[config.mk]
export PLATFORM = sky130hd
export DESIGN_NAME = bfmc_queue
export DESIGN_NICKNAME = d
export VERILOG_FILES = /design/src/hdl/box_filter_mipmap_chain_unit_assert.svh /design/src/hdl/bfmc_pkg.sv /design/src/hdl/bfmc_queue.sv
export SDC_FILE = /design/constraint.sdc
export NUM_CORES = 1
export LEC_CHECK = 0
export ABC_AREA = 1
export BUFFER_PORTS_ARGS = -buffer_cell sky130_fd_sc_hd__buf_2
export CORE_ASPECT_RATIO = 2
export CORE_UTILIZATION = 50
export CTS_CLUSTER_SIZE = 16
export DETAILED_ROUTE_END_ITERATION = 8
export GPL_TIMING_DRIVEN = 1
export PLACE_DENSITY = 0.71
export SLEW_MARGIN = 10
export SYNTH_ARGS = -nofsm -noshare
export SYNTH_HDL_FRONTEND = slang
export SYNTH_SLANG_ARGS = --single-unit
[constraint.sdc]
create_clock -name clk -period 2.64 [get_ports clk]
set_input_delay 0.132 -clock clk [delete_from_list [all_inputs] [get_ports clk]]
set_output_delay 0.132 -clock clk [all_outputs]
set_load 0.02 [all_outputs]
[src/hdl/box_filter_mipmap_chain_unit_assert.svh]
// Assertion macros for the mipmap chain RTL, used by bfmc_back.
// Needs a clock named clk and an active-high reset named rst in scope.
`ifndef BOX_FILTER_MIPMAP_CHAIN_UNIT_ASSERT_SVH
`define BOX_FILTER_MIPMAP_CHAIN_UNIT_ASSERT_SVH

// Consequent checked in the same cycle as the antecedent.
`define BFMC_ASSERT_SAME(label, ante, cons, msg) \
  label: assert property (@(posedge clk) disable iff (rst) (ante) |-> (cons)) \
    else $error(msg);

// Consequent checked in the cycle after the antecedent.
`define BFMC_ASSERT_NEXT(label, ante, cons, msg) \
  label: assert property (@(posedge clk) disable iff (rst) (ante) |=> (cons)) \
    else $error(msg);

`endif

[src/hdl/bfmc_pkg.sv]
// Shared types and constants for the mipmap chain unit.
// No dependencies.
package bfmc_pkg;

  localparam int SIDE_W  = 13;  // image side register width
  localparam int COORD_W = 12;  // col/row result fields
  localparam int LEVEL_W = 4;   // level result field
  localparam int CH_W    = 8;   // one color channel
  localparam int SUM_W   = 10;  // one channel of a 2x2 sum
  localparam int NCH     = 4;   // red, green, blue, alpha

  localparam int IN_W  = 32;
  localparam int OUT_W = 64;

  localparam int DEF_MAX_SIDE   = 4096;
  localparam int DEF_MAX_LEVELS = 13;
  localparam int QUEUE_DEPTH    = 4;

  localparam logic [SIDE_W-1:0] RESET_SIDE = 13'd256;

  localparam int CFG_IDX_W = 1;
  localparam logic [CFG_IDX_W-1:0] CFG_IMAGE_WIDTH  = 1'd0;
  localparam logic [CFG_IDX_W-1:0] CFG_IMAGE_HEIGHT = 1'd1;

  typedef logic [NCH-1:0][CH_W-1:0]  pixel_t;  // lane 0 = red
  typedef logic [NCH-1:0][SUM_W-1:0] sums_t;

  typedef struct packed {
    pixel_t            px;
    logic [SIDE_W-1:0] x;
    logic [SIDE_W-1:0] y;
    logic              final_px;
  } item_t;

  typedef struct packed {
    logic [SIDE_W-1:0] width;
    logic [SIDE_W-1:0] height;
    logic              clear;   // restart image, counters to zero
  } cfg_t;

  typedef enum logic {
    BK_IDLE,
    BK_LEVEL
  } bk_state_t;

endpackage

[src/hdl/bfmc_queue.sv]
// Short item queue between front end and level sequencer.
// Depends on bfmc_pkg.
module bfmc_queue import bfmc_pkg::*; #(
  parameter int DEPTH = QUEUE_DEPTH
) (
  input  logic  clk,
  input  logic  rst,
  input  logic  push,
  input  item_t wr_item,
  output logic  full,
  output logic  valid,
  output item_t rd_item,
  input  logic  pop
);

  localparam int PW = $clog2(DEPTH);
  localparam int CW = $clog2(DEPTH + 1);

  item_t          slots [DEPTH];
  logic [PW-1:0]  wr_ptr;
  logic [PW-1:0]  rd_ptr;
  logic [CW-1:0]  count;

  assign full    = (count == CW'(DEPTH));
  assign valid   = (count != '0);
  assign rd_item = slots[rd_ptr];

  always_ff @(posedge clk) begin
    if (rst) begin
      wr_ptr <= '0;
      rd_ptr <= '0;
      count  <= '0;
    end else begin
      if (push) begin
        wr_ptr <= (wr_ptr == PW'(DEPTH - 1)) ? '0 : wr_ptr + PW'(1);
      end
      if (pop) begin
        rd_ptr <= (rd_ptr == PW'(DEPTH - 1)) ? '0 : rd_ptr + PW'(1);
      end
      if (push && !pop) begin
        count <= count + CW'(1);
      end else if (pop && !push) begin
        count <= count - CW'(1);
      end
    end
  end

  always_ff @(posedge clk) begin
    if (push) begin
      slots[wr_ptr] <= wr_item;
    end
  end

endmodule

==> results.py <==
metrics = {
    "power_and_ir_drop": {
        "p_int_w": 0.00629,
        "seqPwrFrac": 0.545,
        "irDropWorstVdd_uv": 482,
        "power_density_mw_per_mm2": 734,
        "combPwrFrac": 0.123,
        "p_leak_nw": 4.02,
        "switchingPower_w": 0.00194,
        "clock_power_share": 0.332,
        "swShare": 0.236,
    },
    "route": {
        "antenna_left": 0,
        "route.detailed.drc": 12,
        "via_count": 5893,
        "first_pass_iters": 7,
        "wl_um": 19400,
        "via_per_inst": 5.67,
        "first_iter_violations": 394,
        "wl_per_cell_um": 18.7,
    },
    "die": {
        "start_util": 0.514,
        "dieWidth_um": 97.8,
        "die_height_um": 194,
        "io_pins": 124,
        "core_area_mm2": 0.0179,
        "die-area_mm2": 0.0189,
        "placementRows": 69,
    },
    "final_layout": {
        "areaGrowthSynthToFinish_pct": 22.1,
        "layout.nets": 885,
        "drive_gt1_frac": 0.207,
    },
    "min_path": {
        "hp-class": "primary input to flop",
        "whs_path_depth": 2,
    },
    "cts": {
        "cts-buffers-inserted": 20,
        "clk_pin_slew_worst_paths_ns": 0.06,
        "clockBufferDepth": 3,
        "cts.htree.levels": 1,
        "cts_tree": "yes",
        "cts_setup_buffers": 0,
        "cts_sinks": 245,
        "clk_latency_ns": 0.49,
        "cts_root_buf": "clkbuf_16",
    },
    "logic_synthesis": {
        "yosysMostFrequentCell": "edfxtp_1",
        "syn_inst": 630,
        "synth_common_cells": "236 x edfxtp_1, 127 x nor2_1, 116 x o21ai_0",
        "synth_area_mm2": 0.00918,
        "synth_top_area_frac": 0.772,
        "syn-num-nets": 700,
        "synth.area.top_cells": "edfxtp_1 77%, o21ai_0 6.3%, nor2_1 5.2%",
        "synth_edf_count": 236,
        "synth.largest_area_cell": "edfxtp_1",
        "synth-async-reset-ratio": 0,
        "synth_seq_area_share": 0.792,
        "ys_ff_latch": 245,
        "syn_avg_cell_area_um2": 14.6,
        "ys.warnings.count": 0,
        "synth_cell_types": 22,
        "synth_ff_type": "edfxtp_1",
    },
    "grt": {
        "grt_pass1_wl_um": 30400,
        "antenna_found_initial": 1,
        "grt_pass1_vias": 5933,
        "grt_remaining_overflow": 0,
        "grt_usage": 0.206,
        "grt_max_degree": 119,
    },
    "sta": {
        "worst_pin_slew_ns": 0.631,
        "min_period_ns": 2.30,
        "tns_ns": 0,
        "fin_skew_ns": 0.00392,
        "period_share": 0.872,
        "whs_ns": 0.392,
        "rsz0062_at_grt": "false",
        "setup_viol": 0,
        "slew_headroom": 0.579,
        "clock.fmax_mhz": 434,
        "maxSlewViolCount": 0,
        "hold_viol": 0,
    },
    "worst_setup_path": {
        "crit_path_end_kind": "output pin",
        "reg2reg_depth": 5,
        "cp.arrival_ns": 2.17,
        "critPathKind": "flop to output pin",
        "worstPathMaxFanout": 59,
        "required_ns": 2.51,
        "start_kind": "flop",
    },
    "placed_design": {
        "portBuffers": 123,
        "dp_hpwl_um": 11400,
        "place.gp.congestion": 0.751,
    },
    "job": {
        "maxCapViolations": 0,
    },
    "outcome": {
        "status": "finished with violations",
        "violations": "DRC",
    },
}
## power by group through the flow
stage               sequential (W)  clock [W]  combinational, W
floorplan                  0.00456          0          0.000581
global placement           0.00456          0          0.000915
detailed placement         0.00457          0          0.000945
CTS                        0.00448    0.00277           0.00102
global route               0.00449    0.00290           0.00110
finish                     0.00448    0.00273           0.00101
## layout make-up
type / instances / area [um2]
flip-flops and latches: 245 / 7270
fillers: 1321 / 6660
multi-input cells: 332 / 1630
repair buffers: 200 / 1390
clock buffers: 29 / 576
well taps: 213 / 267
inverters: 16 / 62.6
clock inverters: 4 / 17.5
diodes: 1 / 2.50
## flip-flops by register name, summed over array words and instances, names as in the netlist, named ones only
| name | cells |
|---|---|
| count | 3 |
| slots | 236 |
| wr_ptr | 2 |
| rd_ptr | 2 |
## placed cells by master, fill, tap and decap left out, types with 6 or more instances in the layout
cell           count
nor2_1           127
o21ai_0          116
clkbuf_16         21
dfxtp_1            7
edfxtp_1         236
ha_1               6
buf_4             12
buf_2            123
o22ai_1           59
nand2_1            9
clkbuf_1           6
inv_1             10
dlygate4sd3_1     62
## what timing repair did
item                                   4_1_cts  5_1_grt
endpoints found under the hold margin      244        0
gates resized for setup                      0        0
hold buffers                                62        0
## worst max-delay path, cell delays in order (launching register included)
cell     delay, ns
dfxtp_2       0.34
buf_4         0.52
o21ai_0       0.20
o22ai_1       0.37
buf_2         0.24
## metal layers
metal	global-route usage	part of all wire
met5	0	0
met4	0.113	0.044
met3	0.0220	0.046
met2	0.370	0.54
met1	0.239	0.37
## cells by family (layout without fill, tap and decap cells)
| family | Yosys count | count (layout) | share of synthesized area |
|---|---|---|---|
| other | 0 | 1 | 0 |
| buffers and inverters | 53 | 249 | 0.0308 |
| DFF | 245 | 245 | 0.792 |
| AOI/OAI and AO/OA | 183 | 183 | 0.108 |
| xor gates and xnor gates | 1 | 1 | 0.000954 |
| and+or+nand+nor | 141 | 141 | 0.0585 |
| adders and majority gates | 7 | 7 | 0.0104 |
## final timing paths
check	start	to	slack [ns]
max reg2reg	wr_ptr[1]	slots[1][45]	0.92
min	wr_item[42]	slots[3][42]	0.39
max	flop	rd_item[9]	0.34
min reg2reg	wr_ptr[1]	wr_ptr[1]	0.53
## stage by stage
step	area, um2	total power [W]	cells	setup WS (ns)	utilization
after floorplan	9180	0.00514	630	0.488	-
after global placement	10000	0.00547	944	0.901	0.559
after detailed placement	10000	0.00551	944	0.864	0.559
after CTS	11200	0.00828	1039	0.328	0.627
after global routing	11200	0.00850	1040	0.183	0.627
final	11200	0.00823	1040	0.338	0.627
No activity file was read; power rests on OpenSTA's default activity.
