<file path="config.mk">
export PLATFORM = sky130hd
export DESIGN_NAME = bfmc_front
export DESIGN_NICKNAME = d
export VERILOG_FILES = /design/src/hdl/box_filter_mipmap_chain_unit_assert.svh /design/src/hdl/bfmc_pkg.sv /design/src/hdl/bfmc_front.sv
export SDC_FILE = /design/constraint.sdc
export NUM_CORES = 1
export LEC_CHECK = 0
export ABC_AREA = 0
export BUFFER_PORTS_ARGS = -buffer_cell sky130_fd_sc_hd__buf_2
export CORE_AREA = 2 2 76 78
export DETAILED_ROUTE_END_ITERATION = 16
export DIE_AREA = 0 0 78 80
export GPL_TIMING_DRIVEN = 0
export PLACE_DENSITY = 0.88
export SYNTH_ARGS = -nofsm -noshare
export SYNTH_HDL_FRONTEND = slang
export SYNTH_SLANG_ARGS = --single-unit
export TNS_END_PERCENT = 20
</file>
<file path="constraint.sdc">
create_clock -name clk -period 3.19 [get_ports clk]
set_clock_uncertainty 0.15 [all_clocks]
set_input_delay 0.319 -clock clk [delete_from_list [all_inputs] [get_ports clk]]
set_output_delay 0.319 -clock clk [all_outputs]
set_load 0.1 [all_outputs]
</file>
<file path="src/hdl/box_filter_mipmap_chain_unit_assert.svh">
// Assertion macros for the mipmap chain RTL, used by bfmc_back.
// Needs a clock named clk and an active-high reset named rst in scope.
`ifndef BOX_FILTER_MIPMAP_CHAIN_UNIT_ASSERT_SVH
`define BOX_FILTER_MIPMAP_CHAIN_UNIT_ASSERT_SVH

// Consequent checked in the same cycle as the antecedent.
`define BFMC_ASSERT_SAME(label, ante, cons, msg) \
  label: assert property (@(posedge clk) disable iff (rst) (ante) |-> (cons)) \
    else $error(msg);

// Consequent checked in the cycle after the antecedent.
`define BFMC_ASSERT_NEXT(label, ante, cons, msg) \
  label: assert property (@(posedge clk) disable iff (rst) (ante) |=> (cons)) \
    else $error(msg);

`endif

</file>
<file path="src/hdl/bfmc_pkg.sv">
// Shared types and constants for the mipmap chain unit.
// No dependencies.
package bfmc_pkg;

  localparam int SIDE_W  = 13;  // image side register width
  localparam int COORD_W = 12;  // col/row result fields
  localparam int LEVEL_W = 4;   // level result field
  localparam int CH_W    = 8;   // one color channel
  localparam int SUM_W   = 10;  // one channel of a 2x2 sum
  localparam int NCH     = 4;   // red, green, blue, alpha

  localparam int IN_W  = 32;
  localparam int OUT_W = 64;

  localparam int DEF_MAX_SIDE   = 4096;
  localparam int DEF_MAX_LEVELS = 13;
  localparam int QUEUE_DEPTH    = 4;

  localparam logic [SIDE_W-1:0] RESET_SIDE = 13'd256;

  localparam int CFG_IDX_W = 1;
  localparam logic [CFG_IDX_W-1:0] CFG_IMAGE_WIDTH  = 1'd0;
  localparam logic [CFG_IDX_W-1:0] CFG_IMAGE_HEIGHT = 1'd1;

  typedef logic [NCH-1:0][CH_W-1:0]  pixel_t;  // lane 0 = red
  typedef logic [NCH-1:0][SUM_W-1:0] sums_t;

  typedef struct packed {
    pixel_t            px;
    logic [SIDE_W-1:0] x;
    logic [SIDE_W-1:0] y;
    logic              final_px;
  } item_t;

  typedef struct packed {
    logic [SIDE_W-1:0] width;
    logic [SIDE_W-1:0] height;
    logic              clear;   // restart image, counters to zero
  } cfg_t;

  typedef enum logic {
    BK_IDLE,
    BK_LEVEL
  } bk_state_t;

endpackage

</file>
<file path="src/hdl/bfmc_front.sv">
// Front end: accepts base pixels and tags them with their level 0 position.
// Depends on bfmc_pkg.
module bfmc_front import bfmc_pkg::*; (
  input  logic              clk,
  input  logic              rst,
  input  cfg_t              cfg,
  input  logic              s_tvalid,
  output logic              s_tready,
  input  logic [IN_W-1:0]   s_tdata,
  input  logic              q_full,
  output logic              push,
  output item_t             item
);

  logic [SIDE_W-1:0] col;
  logic [SIDE_W-1:0] row;
  logic              col_end;
  logic              row_end;

  assign s_tready = !q_full;
  assign push     = s_tvalid && !q_full;
  assign col_end  = (col == cfg.width - SIDE_W'(1));
  assign row_end  = (row == cfg.height - SIDE_W'(1));

  always_comb begin
    item.px       = pixel_t'(s_tdata);
    item.x        = col;
    item.y        = row;
    item.final_px = col_end && row_end;
  end

  always_ff @(posedge clk) begin
    if (rst || cfg.clear) begin
      col <= '0;
      row <= '0;
    end else if (push) begin
      if (col_end) begin
        col <= '0;
        row <= row_end ? '0 : row + SIDE_W'(1);
      end else begin
        col <= col + SIDE_W'(1);
      end
    end
  end

endmodule

</file>
==> results of run 1 <==
cell families (layout without fill, tap and decap cells):
group / count (synthesis) / count (layout)
and+or+nand+nor: 133 / 133
adders and majority gates: 4 / 4
buffers and inverters: 53 / 145
xor gates and xnor gates: 43 / 43
AOI/OAI and AO/OA: 45 / 45
DFF: 26 / 26
muxes: 3 / 3
power groups by stage:
stage / registers [mW] / clock network, mW / logic, mW
floorplan: 0.336 / 0 / 0.268
global placement: 0.333 / 0 / 0.329
detailed placement: 0.333 / 0 / 0.334
CTS: 0.325 / 0.194 / 0.335
global route: 0.325 / 0.212 / 0.354
finish: 0.325 / 0.192 / 0.338
cell type report:
| cell class | count | area, um2 |
|---|---|---|
| Buffer | 42 | 299 |
| Clock buffer | 4 | 45.0 |
| Fill cell | 496 | 2340 |
| Inverter | 10 | 37.5 |
| Multi-Input combinational cell | 228 | 1600 |
| Sequential cell | 26 | 539 |
| Tap cell | 72 | 90.1 |
| Timing Repair Buffer | 89 | 463 |
metal layers:
layer  track usage, %  wire length (um)  up-vias
li1                 -                 -     1252
met1             21.7              2490     1170
met2             37.2              3180      105
met3             2.71               383       19
met4             7.19               153        0
met5                0                 0        -
metrics by stage:
step           instances  area, um2  utilization (%)
2_1_floorplan        307       2450                -
3_3_place_gp         467       2980             55.1
3_5_place_dp         467       2980             55.1
4_1_cts              471       3040             56.2
5_1_grt              471       3070             56.8
6_report             471       3070             56.8
synthesized netlist by cell type, drive strengths merged, types with 2 or more instances:
cell     n
buf     38
nor2    32
dfxtp   26
xnor2   26
nand2   21
xor2    17
nand3   13
a21oi   11
inv      9
nand4    9
or4      9
nor3     8
o21ai    8
o31ai    8
nor4     6
clkbuf   5
or3      5
and3     4
ha       4
nand4b   4
o211ai   4
and2     3
nand3b   3
nor4b    3
a311oi   2
and4     2
and4b    2
mux2i    2
nand2b   2
nor2b    2
o221ai   2
o22ai    2
or3b     2
what timing repair did:
action,CTS,global route
pin swaps,0,3
endpoints found under the setup margin,1,1
cloned,0,0
resized for setup,3,6
setup buffers,0,1
worst min path at each step:
stage	slack, ns	endpoint	depth (start not counted)
floorplan	0.39	row[11]$_SDFFE_PP0P_	3
global placement	0.35	col[1]$_SDFFE_PP0P_	2
detailed placement	0.36	col[1]$_SDFFE_PP0P_	2
CTS	0.23	col[1]$_SDFFE_PP0P_	3
global route	0.25	col[1]$_SDFFE_PP0P_	3
finish	0.23	col[1]$_SDFFE_PP0P_	4
flip-flops by register name (all words and copies together), names as in the netlist:
register  count
col          13
row          13
worst reg2reg max path, stage by stage (launching register included):
cell and delay, ns:
dfxtp_4 0.40, or3b_4 0.37, or4_1 0.50, nand3_1 0.14
o22a_4 0.19, nand4_1 0.26, o31ai_2 0.33, buf_4 0.23
a21oi_1 0.06
==> flow_summary.yaml, run 1 <==
floorplanning:
  num_rows: 27
  chipHeight_um: 80
  die_w_um: 78
  core_um2: 5410
  initial_utilization_pct: 44.2
  die-area_um2: 6240
  num_io_pins: 124
worst_setup_path:
  crit_fanout: 10
  worstReg2RegStart: "col[8]$_SDFFE_PP0P_"
  cpPeakStageDelay_ns: 0.53
  r2r_slack_ns: 0.46
  end_kind: "primary output"
  worstPathArrival_ns: 2.65
  rr_endpoint: "row[12]$_SDFFE_PP0P_"
  cp.required_ns: 2.72
  critical_path_buf_inv_count: 4
  cp_top_family: "simple AND/OR/NAND/NOR gates"
  critPathLaunchType: "input pin"
  endpoint: "item[0]"
  crit_chain: "buf_2 > inv_2 > ha_4 > or3b_4 > or4_1 > nand3_1 > o22a_4 > nand3_4 > buf_6 > nor3_4 > buf_12"
  critical_path_depth: 11
  cp-startpoint: "cfg[14]"
  slowest_stage: "or4_1"
  reg2reg_depth: 8
  path_class: "input pin to primary output"
worst_hold_path:
  hold_class: "input pin to register"
  hold_path.startpoint: "s_tvalid"
cells_and_area:
  num-nets-final: 467
  layout.cells.most_common: "buf_2"
  synthToLayoutAreaGrowth_pct: 28.5
  layout-drive-gt1-share_pct: 40.6
  n_antenna_cell: 0
  final_cell_mix: "buf_2, buf_4, nor2_1"
routing:
  wl_um: 6200
  drc: 0
  ant_nets: 0
  drtIter0Drc: 132
  vias: 2546
  wl_per_cell_um: 13.2
  avgViaCountPerCell: 5.41
  dr.pass1.iters: 4
timing:
  final.setup.worst_slack_ns: 0.0744
  slew-limit-headroom_pct: 66.9
  fmax_mhz: 321
  worst_pin_slew_ns: 0.499
  rsz0062_at_grt: "no"
  fin_hold_ws_ns: 0.235
  layout_min_cycle_time_ns: 3.12
  hold_viol: 0
  setup_tns_ns: 0
  slew_viol_final: 0
  fin_crit_sh_pct: 97.7
  setup_viol: 0
logic_synthesis:
  synth_top_flop_cell: "dfxtp_1"
  synth_top_family_by_area: "simple AND/OR/NAND/NOR gates"
  synthTopCellsByArea: "dfxtp_1, buf_4, xnor2_1, xor2_1, nor2_1"
  synth_compound_area_share_pct: 13.0
  synthCells: 307
  synth.cell_area_um2: 2390
  synth_edf_count: 0
  yosysTopAreaCellShare_pct: 21.8
  synth.area.mux_share_pct: 1.31
  synth-xor-area-share_pct: 15.8
  synth_top_area_cell: "dfxtp_1"
  syn_area_per_cell_um2: 7.78
  ys_warn_count: 0
  synth-simple-area-share_pct: 32.0
  synth.net_count: 374
  ys_seq_area_share_pct: 21.8
  synth_seq_cells: 26
  synth_fa_ha_area_share_pct: 2.10
  async_reset_ff_share_pct: 0
  synth_cell_types: 54
grt:
  grt_overflow: 0
  antenna_found_initial: 0
  grt_first_pass_wirelength_um: 10100
  gr-usage-all-layers_pct: 19.4
  grt_max_degree: 15
  grt_pass1_vias: 2285
pwr:
  switching_share_pct: 41.2
  p_per_area_nw_per_um2: 278
  p_sw_mw: 0.352
  p_seq_share_pct: 38.0
  power_leakage_nw: 1.26
  p_int_mw: 0.502
  ir_worst_vdd_mv: 0.195
  p_clk_share_pct: 22.4
  pwr-share-comb_pct: 39.5
  finalPower_mw: 0.855
run_status:
  outcome: "complete, no violations"
place:
  io_buffers: 88
  pre_cts_slack_ns: -0.120
  gp_congestion: 0.902
  hpwl_um: 5070
clock_tree:
  numCtsBuffers: 3
  cts_num_sinks: 26
  clkTransAtPathRegs_ns: 0.09
  cts_root_buf: "clkbuf_8"
  clock_latency_ns: 0.27
  clk_path_buf_depth: 2
  cts_hold_buf: 0
  cts_tree: "built"
  htreeDepth: 1
job:
  drv_cap: 0
No activity file was read; power rests on OpenSTA's default activity.
==> run 2: changes to the inputs <==
--- a/config.mk
+++ b/config.mk
@@ -12,6 +12,7 @@
 export DIE_AREA = 0 0 78 80
 export GPL_TIMING_DRIVEN = 0
 export PLACE_DENSITY = 0.88
+export SETUP_SLACK_MARGIN = 0.1
 export SYNTH_ARGS = -nofsm -noshare
 export SYNTH_HDL_FRONTEND = slang
 export SYNTH_SLANG_ARGS = --single-unit
==> run 2 against run 1 <==
Against the previous run:
- clock power hardly changed
- global-route usage hardly changed
- power is 0.80% higher
- count of clock-buffer cells in the layout stayed put
- final area is 3.3% higher
- final cell count is 1.5% higher
- hold slack worse by 0.0017 ns
- largest cell class unchanged
- sequential power hardly changed
- utilization is 1.9 points higher
- register-to-register slack worse by 0.08 ns
- setup slack better by 0.083 ns
- non-clock buffer count is 7 higher
==> flow_summary.yaml, run 2 (synthesis gave the netlist of run 1 again) <==
cells_and_area:
  layout-drive-gt1-share_pct: 42.6
  top_regs: "col: 13 flops, row: 13 flops"
  fillerInstances: 481
  n_antenna_cell: 0
  regArea_um2: 539
  layout.cells.most_common: "buf_2"
  final_cell_mix: "buf_2, buf_4, nor2_1"
  multi_input_area_um2: 1640
  num-nets-final: 474
  utilization_pct: 58.6
  synthToLayoutAreaGrowth_pct: 32.7
grt:
  grt_first_pass_wirelength_um: 10100
  grt_pass1_vias: 2310
  grt_max_degree: 15
  grt_overflow: 0
  antenna_found_initial: 0
  gr-usage-all-layers_pct: 19.5
routing:
  vias: 2641
  drtIter0Drc: 151
  drc: 0
  avgViaCountPerCell: 5.53
  ant_nets: 0
  wl_per_cell_um: 14.2
  wl_um: 6770
  dr.pass1.iters: 5
timing:
  slew-limit-headroom_pct: 65.1
  fmax_mhz: 330
  fin_crit_sh_pct: 95.1
  worst_pin_slew_ns: 0.519
  setup_viol: 0
  hold_viol: 0
  layout_min_cycle_time_ns: 3.03
  slew_viol_final: 0
  setup_tns_ns: 0
  rsz0062_at_grt: "no"
clock_tree:
  clk_path_buf_depth: 2
  htreeDepth: 1
  cts_root_buf: "clkbuf_8"
  cts_tree: "built"
  cts_hold_buf: 0
  numCtsBuffers: 3
  clock_latency_ns: 0.27
  cts_num_sinks: 26
  clkTransAtPathRegs_ns: 0.09
floorplanning:
  initial_utilization_pct: 44.2
  num_rows: 27
  num_io_pins: 124
  chipHeight_um: 80
  die-area_um2: 6240
  die_w_um: 78
  core_um2: 5410
place:
  hpwl_um: 5070
  gp_congestion: 0.902
  io_buffers: 88
pwr:
  ir_worst_vdd_mv: 0.196
  p_per_area_nw_per_um2: 272
  power_leakage_nw: 1.31
worst_setup_path:
  crit_fanout: 6
  path_class: "input pin to primary output"
  critPathLaunchType: "input pin"
  cp.required_ns: 2.72
  end_kind: "primary output"
  worstPathArrival_ns: 2.56
worst_hold_path:
  hold_class: "input pin to register"
run_status:
  outcome: "complete, no violations"
job:
  drv_cap: 0
run 2: cell count changes in the layout (fill, tap and decap cells not counted), sizes merged:
| cell | change |
|---|---|
| buf | +7 |
run 2: area by class of cell:
type	count	share of cell area, %
repair buffers	95	16.0
well taps	72	2.84
multi-input cells	228	51.7
plain buffers	43	9.79
inverters	10	1.18
clock buffers	4	1.42
flip-flops and latches	26	17.0
run 2: per-layer routing:
layer	part of all wire, %	track usage (%)
met4	3.2	7.54
met5	0	0
met1	40	21.5
met3	6.5	2.38
met2	50	37.7
run 2: critical path, stage by stage:
cell	delay, ns
buf_2	0.15
inv_2	0.08
ha_4	0.15
or4b_1	0.47
buf_4	0.20
nor4_4	0.15
xnor2_1	0.12
nor4_2	0.28
nand3_1	0.20
nor3_4	0.24
buf_12	0.20
run 2: what timing repair did:
item                                    in CTS  in global routing
endpoints found under the setup margin       1                 11
resized for setup                            6                 16
gates cloned                                 0                  0
setup buffers                                1                  6
pin swaps                                    1                  8
run 2: through the flow:
| step | power, mW | worst slack, ns | cells | hold slack [ns] | area (um2) |
|---|---|---|---|---|---|
| after global routing | 0.894 | 0.0578 | 478 | 0.256 | 3170 |
| after floorplan | 0.605 | -0.0221 | 307 | 0.387 | 2450 |
| after detailed placement | 0.667 | -0.120 | 467 | 0.359 | 2980 |
| final | 0.861 | 0.157 | 478 | 0.233 | 3170 |
| after global placement | 0.661 | -0.132 | 467 | 0.346 | 2980 |
| after CTS | 0.855 | 0.112 | 472 | 0.232 | 3060 |
run 2: final timing paths:
path / start / to / slack [ns] / cells past startpoint
worst max-delay path: cfg[1] / item[0] / 0.16 / 11
worst min-delay path: rst / col[1]$_SDFFE_PP0P_ / 0.23 / 3
worst max register to register: col[8]$_SDFFE_PP0P_ / row[7]$_SDFFE_PP0P_ / 0.38 / 8
worst min register to register: col[1]$_SDFFE_PP0P_ / col[1]$_SDFFE_PP0P_ / 0.37 / 2
run 2: power by group:
group	internal [mW]	switching [mW]	leakage, nW
Combinational	0.0912	0.254	1.07
Sequential	0.324	0.00108	0.216
Clock	0.0895	0.102	0.0228
==> run 3: changes to the inputs <==
--- a/config.mk
+++ b/config.mk
@@ -7,11 +7,13 @@
 export LEC_CHECK = 0
 export ABC_AREA = 0
 export BUFFER_PORTS_ARGS = -buffer_cell sky130_fd_sc_hd__buf_2
-export CORE_AREA = 2 2 76 78
+export CELL_PAD_IN_SITES_DETAIL_PLACEMENT = 0
+export CELL_PAD_IN_SITES_GLOBAL_PLACEMENT = 1
+export CORE_AREA = 2 2 90 92
 export DETAILED_ROUTE_END_ITERATION = 16
-export DIE_AREA = 0 0 78 80
+export DIE_AREA = 0 0 92 94
 export GPL_TIMING_DRIVEN = 0
-export PLACE_DENSITY = 0.88
+export PLACE_DENSITY = 0.9
 export SETUP_SLACK_MARGIN = 0.1
 export SYNTH_ARGS = -nofsm -noshare
 export SYNTH_HDL_FRONTEND = slang
==> run 3 against run 2 <==
Against the previous run:
- non-clock buffer count is 1 lower
- clock power grew 30%
- die area is 39% higher
- power is 6.5% higher
- critical endpoint unchanged
- highest routed layer unchanged
==> flow_summary.yaml, run 3 (synthesis gave the netlist of run 1 again) <==
floorplanning:
  initial_utilization_pct: 31.4
  die_w_um: 92
  num_rows: 32
  core_um2: 7610
  die-area_um2: 8650
  num_io_pins: 124
  chipHeight_um: 94
worst_setup_path:
  cp.required_ns: 2.72
  endpoint: "item[0]"
  rr_endpoint: "row[7]$_SDFFE_PP0P_"
  cpPeakStageDelay_ns: 0.52
  critPathLaunchType: "input pin"
  crit_fanout: 7
  worstReg2RegStart: "col[8]$_SDFFE_PP0P_"
  reg2reg_depth: 9
  crit_chain: "buf_2 > inv_2 > ha_4 > or3b_4 > or4_1 > nand3_1 > o22a_4 > nand3_4 > buf_6 > nor3_4 > buf_12"
  path_class: "input pin to primary output"
  cp-startpoint: "cfg[14]"
  r2r_slack_ns: 0.44
  end_kind: "primary output"
  slowest_stage: "or4_1"
  worstPathArrival_ns: 2.54
clock_tree:
  clock_latency_ns: 0.28
  cts_root_buf: "clkbuf_8"
  clkTransAtPathRegs_ns: 0.10
  htreeDepth: 1
  cts_num_sinks: 26
  numCtsBuffers: 3
  cts_tree: "built"
  clk_path_buf_depth: 2
  cts_hold_buf: 0
timing:
  hold_viol: 0
  worst_pin_slew_ns: 0.549
  layout_min_cycle_time_ns: 3.01
  setup_viol: 0
  fin_hold_ws_ns: 0.211
  slew_viol_final: 0
  slew-limit-headroom_pct: 63.1
  fmax_mhz: 332
  setup_tns_ns: 0
  fin_crit_sh_pct: 94.3
  rsz0062_at_grt: "no"
routing:
  drtIter0Drc: 71
  wl_um: 6500
  drc: 0
  ant_nets: 0
  dr.pass1.iters: 4
  avgViaCountPerCell: 4.89
  wl_per_cell_um: 12.8
  vias: 2478
cells_and_area:
  layout.cells.most_common: "buf_2"
  n_antenna_cell: 0
  regArea_um2: 539
  top_regs: "col: 13 flops, row: 13 flops"
  num-nets-final: 473
  synthToLayoutAreaGrowth_pct: 35.0
  fillerInstances: 782
  final_cell_mix: "buf_2, buf_4, nor2_1"
  multi_input_area_um2: 1640
  layout-drive-gt1-share_pct: 43.0
place:
  io_buffers: 88
  gp_congestion: 0.852
  hpwl_um: 5270
pwr:
  p_per_area_nw_per_um2: 284
  power_leakage_nw: 1.33
  ir_worst_vdd_mv: 0.153
grt:
  antenna_found_initial: 0
  grt_overflow: 0
  grt_pass1_vias: 2234
  gr-usage-all-layers_pct: 13.6
  grt_max_degree: 16
  grt_first_pass_wirelength_um: 9820
job:
  drv_cap: 0
worst_hold_path:
  hold_class: "input pin to register"
run_status:
  outcome: "complete, no violations"
[run 3: layout make-up]
| class | instances | area share (%) |
|---|---|---|
| timing repair buffer | 94 | 15.5 |
| tap | 102 | 3.96 |
| buffer | 43 | 9.62 |
| multi-input combinational | 228 | 51.0 |
| inverter | 10 | 1.16 |
| clock buffer | 4 | 2.06 |
| sequential | 26 | 16.7 |
[run 3: how the worst min path moves through the flow]
stage / from / end / slack, ns / cells after the start
floorplan: rst / row[11]$_SDFFE_PP0P_ / 0.39 / 3
global placement: col[1]$_SDFFE_PP0P_ / col[1]$_SDFFE_PP0P_ / 0.35 / 2
detailed placement: col[1]$_SDFFE_PP0P_ / col[1]$_SDFFE_PP0P_ / 0.36 / 2
CTS: s_tvalid / col[1]$_SDFFE_PP0P_ / 0.22 / 4
global route: rst / col[1]$_SDFFE_PP0P_ / 0.26 / 3
finish: s_tvalid / col[1]$_SDFFE_PP0P_ / 0.21 / 4
[run 3: where the power goes]
part	leakage (nW)	internal, mW	switching [mW]
Sequential	0.216	0.324	0.000987
Combinational	1.08	0.0920	0.252
Clock	0.0339	0.137	0.112
[run 3: per-layer routing]
| layer | GRT usage, % | part of all wire, % | vias up |
|---|---|---|---|
| li1 | - | - | 1266 |
| met1 | 15.7 | 41 | 1131 |
| met2 | 26.2 | 53 | 69 |
| met3 | 1.52 | 4.3 | 12 |
| met4 | 4.10 | 1.8 | 0 |
| met5 | 0 | 0 | - |
[run 3: repair_timing]
action / in CTS / in global routing
setup buffers: 2 / 4
resized for setup: 7 / 17
pin swaps: 2 / 8
endpoints found under the setup margin: 1 / 11
[run 3: metrics by stage]
step	utilization (%)	power (mW)	instance area (um2)	std cells	setup WS, ns
final	42.4	0.917	3220	507	0.181
after global routing	42.4	0.951	3220	507	0.0995
after CTS	41.2	0.916	3130	503	0.100
after detailed placement	39.7	0.668	3020	497	-0.189
after global placement	39.7	0.663	3020	497	-0.161
after floorplan	-	0.605	2450	307	-0.0221
[run 3: critical path, delay by kind of cell]
kind,cells,cell delay (ns)
AOI/OAI and AO/OA,1,0.18
adders and majority gates,1,0.15
buffers and inverters,4,0.57
and+or+nand+nor,5,1.32
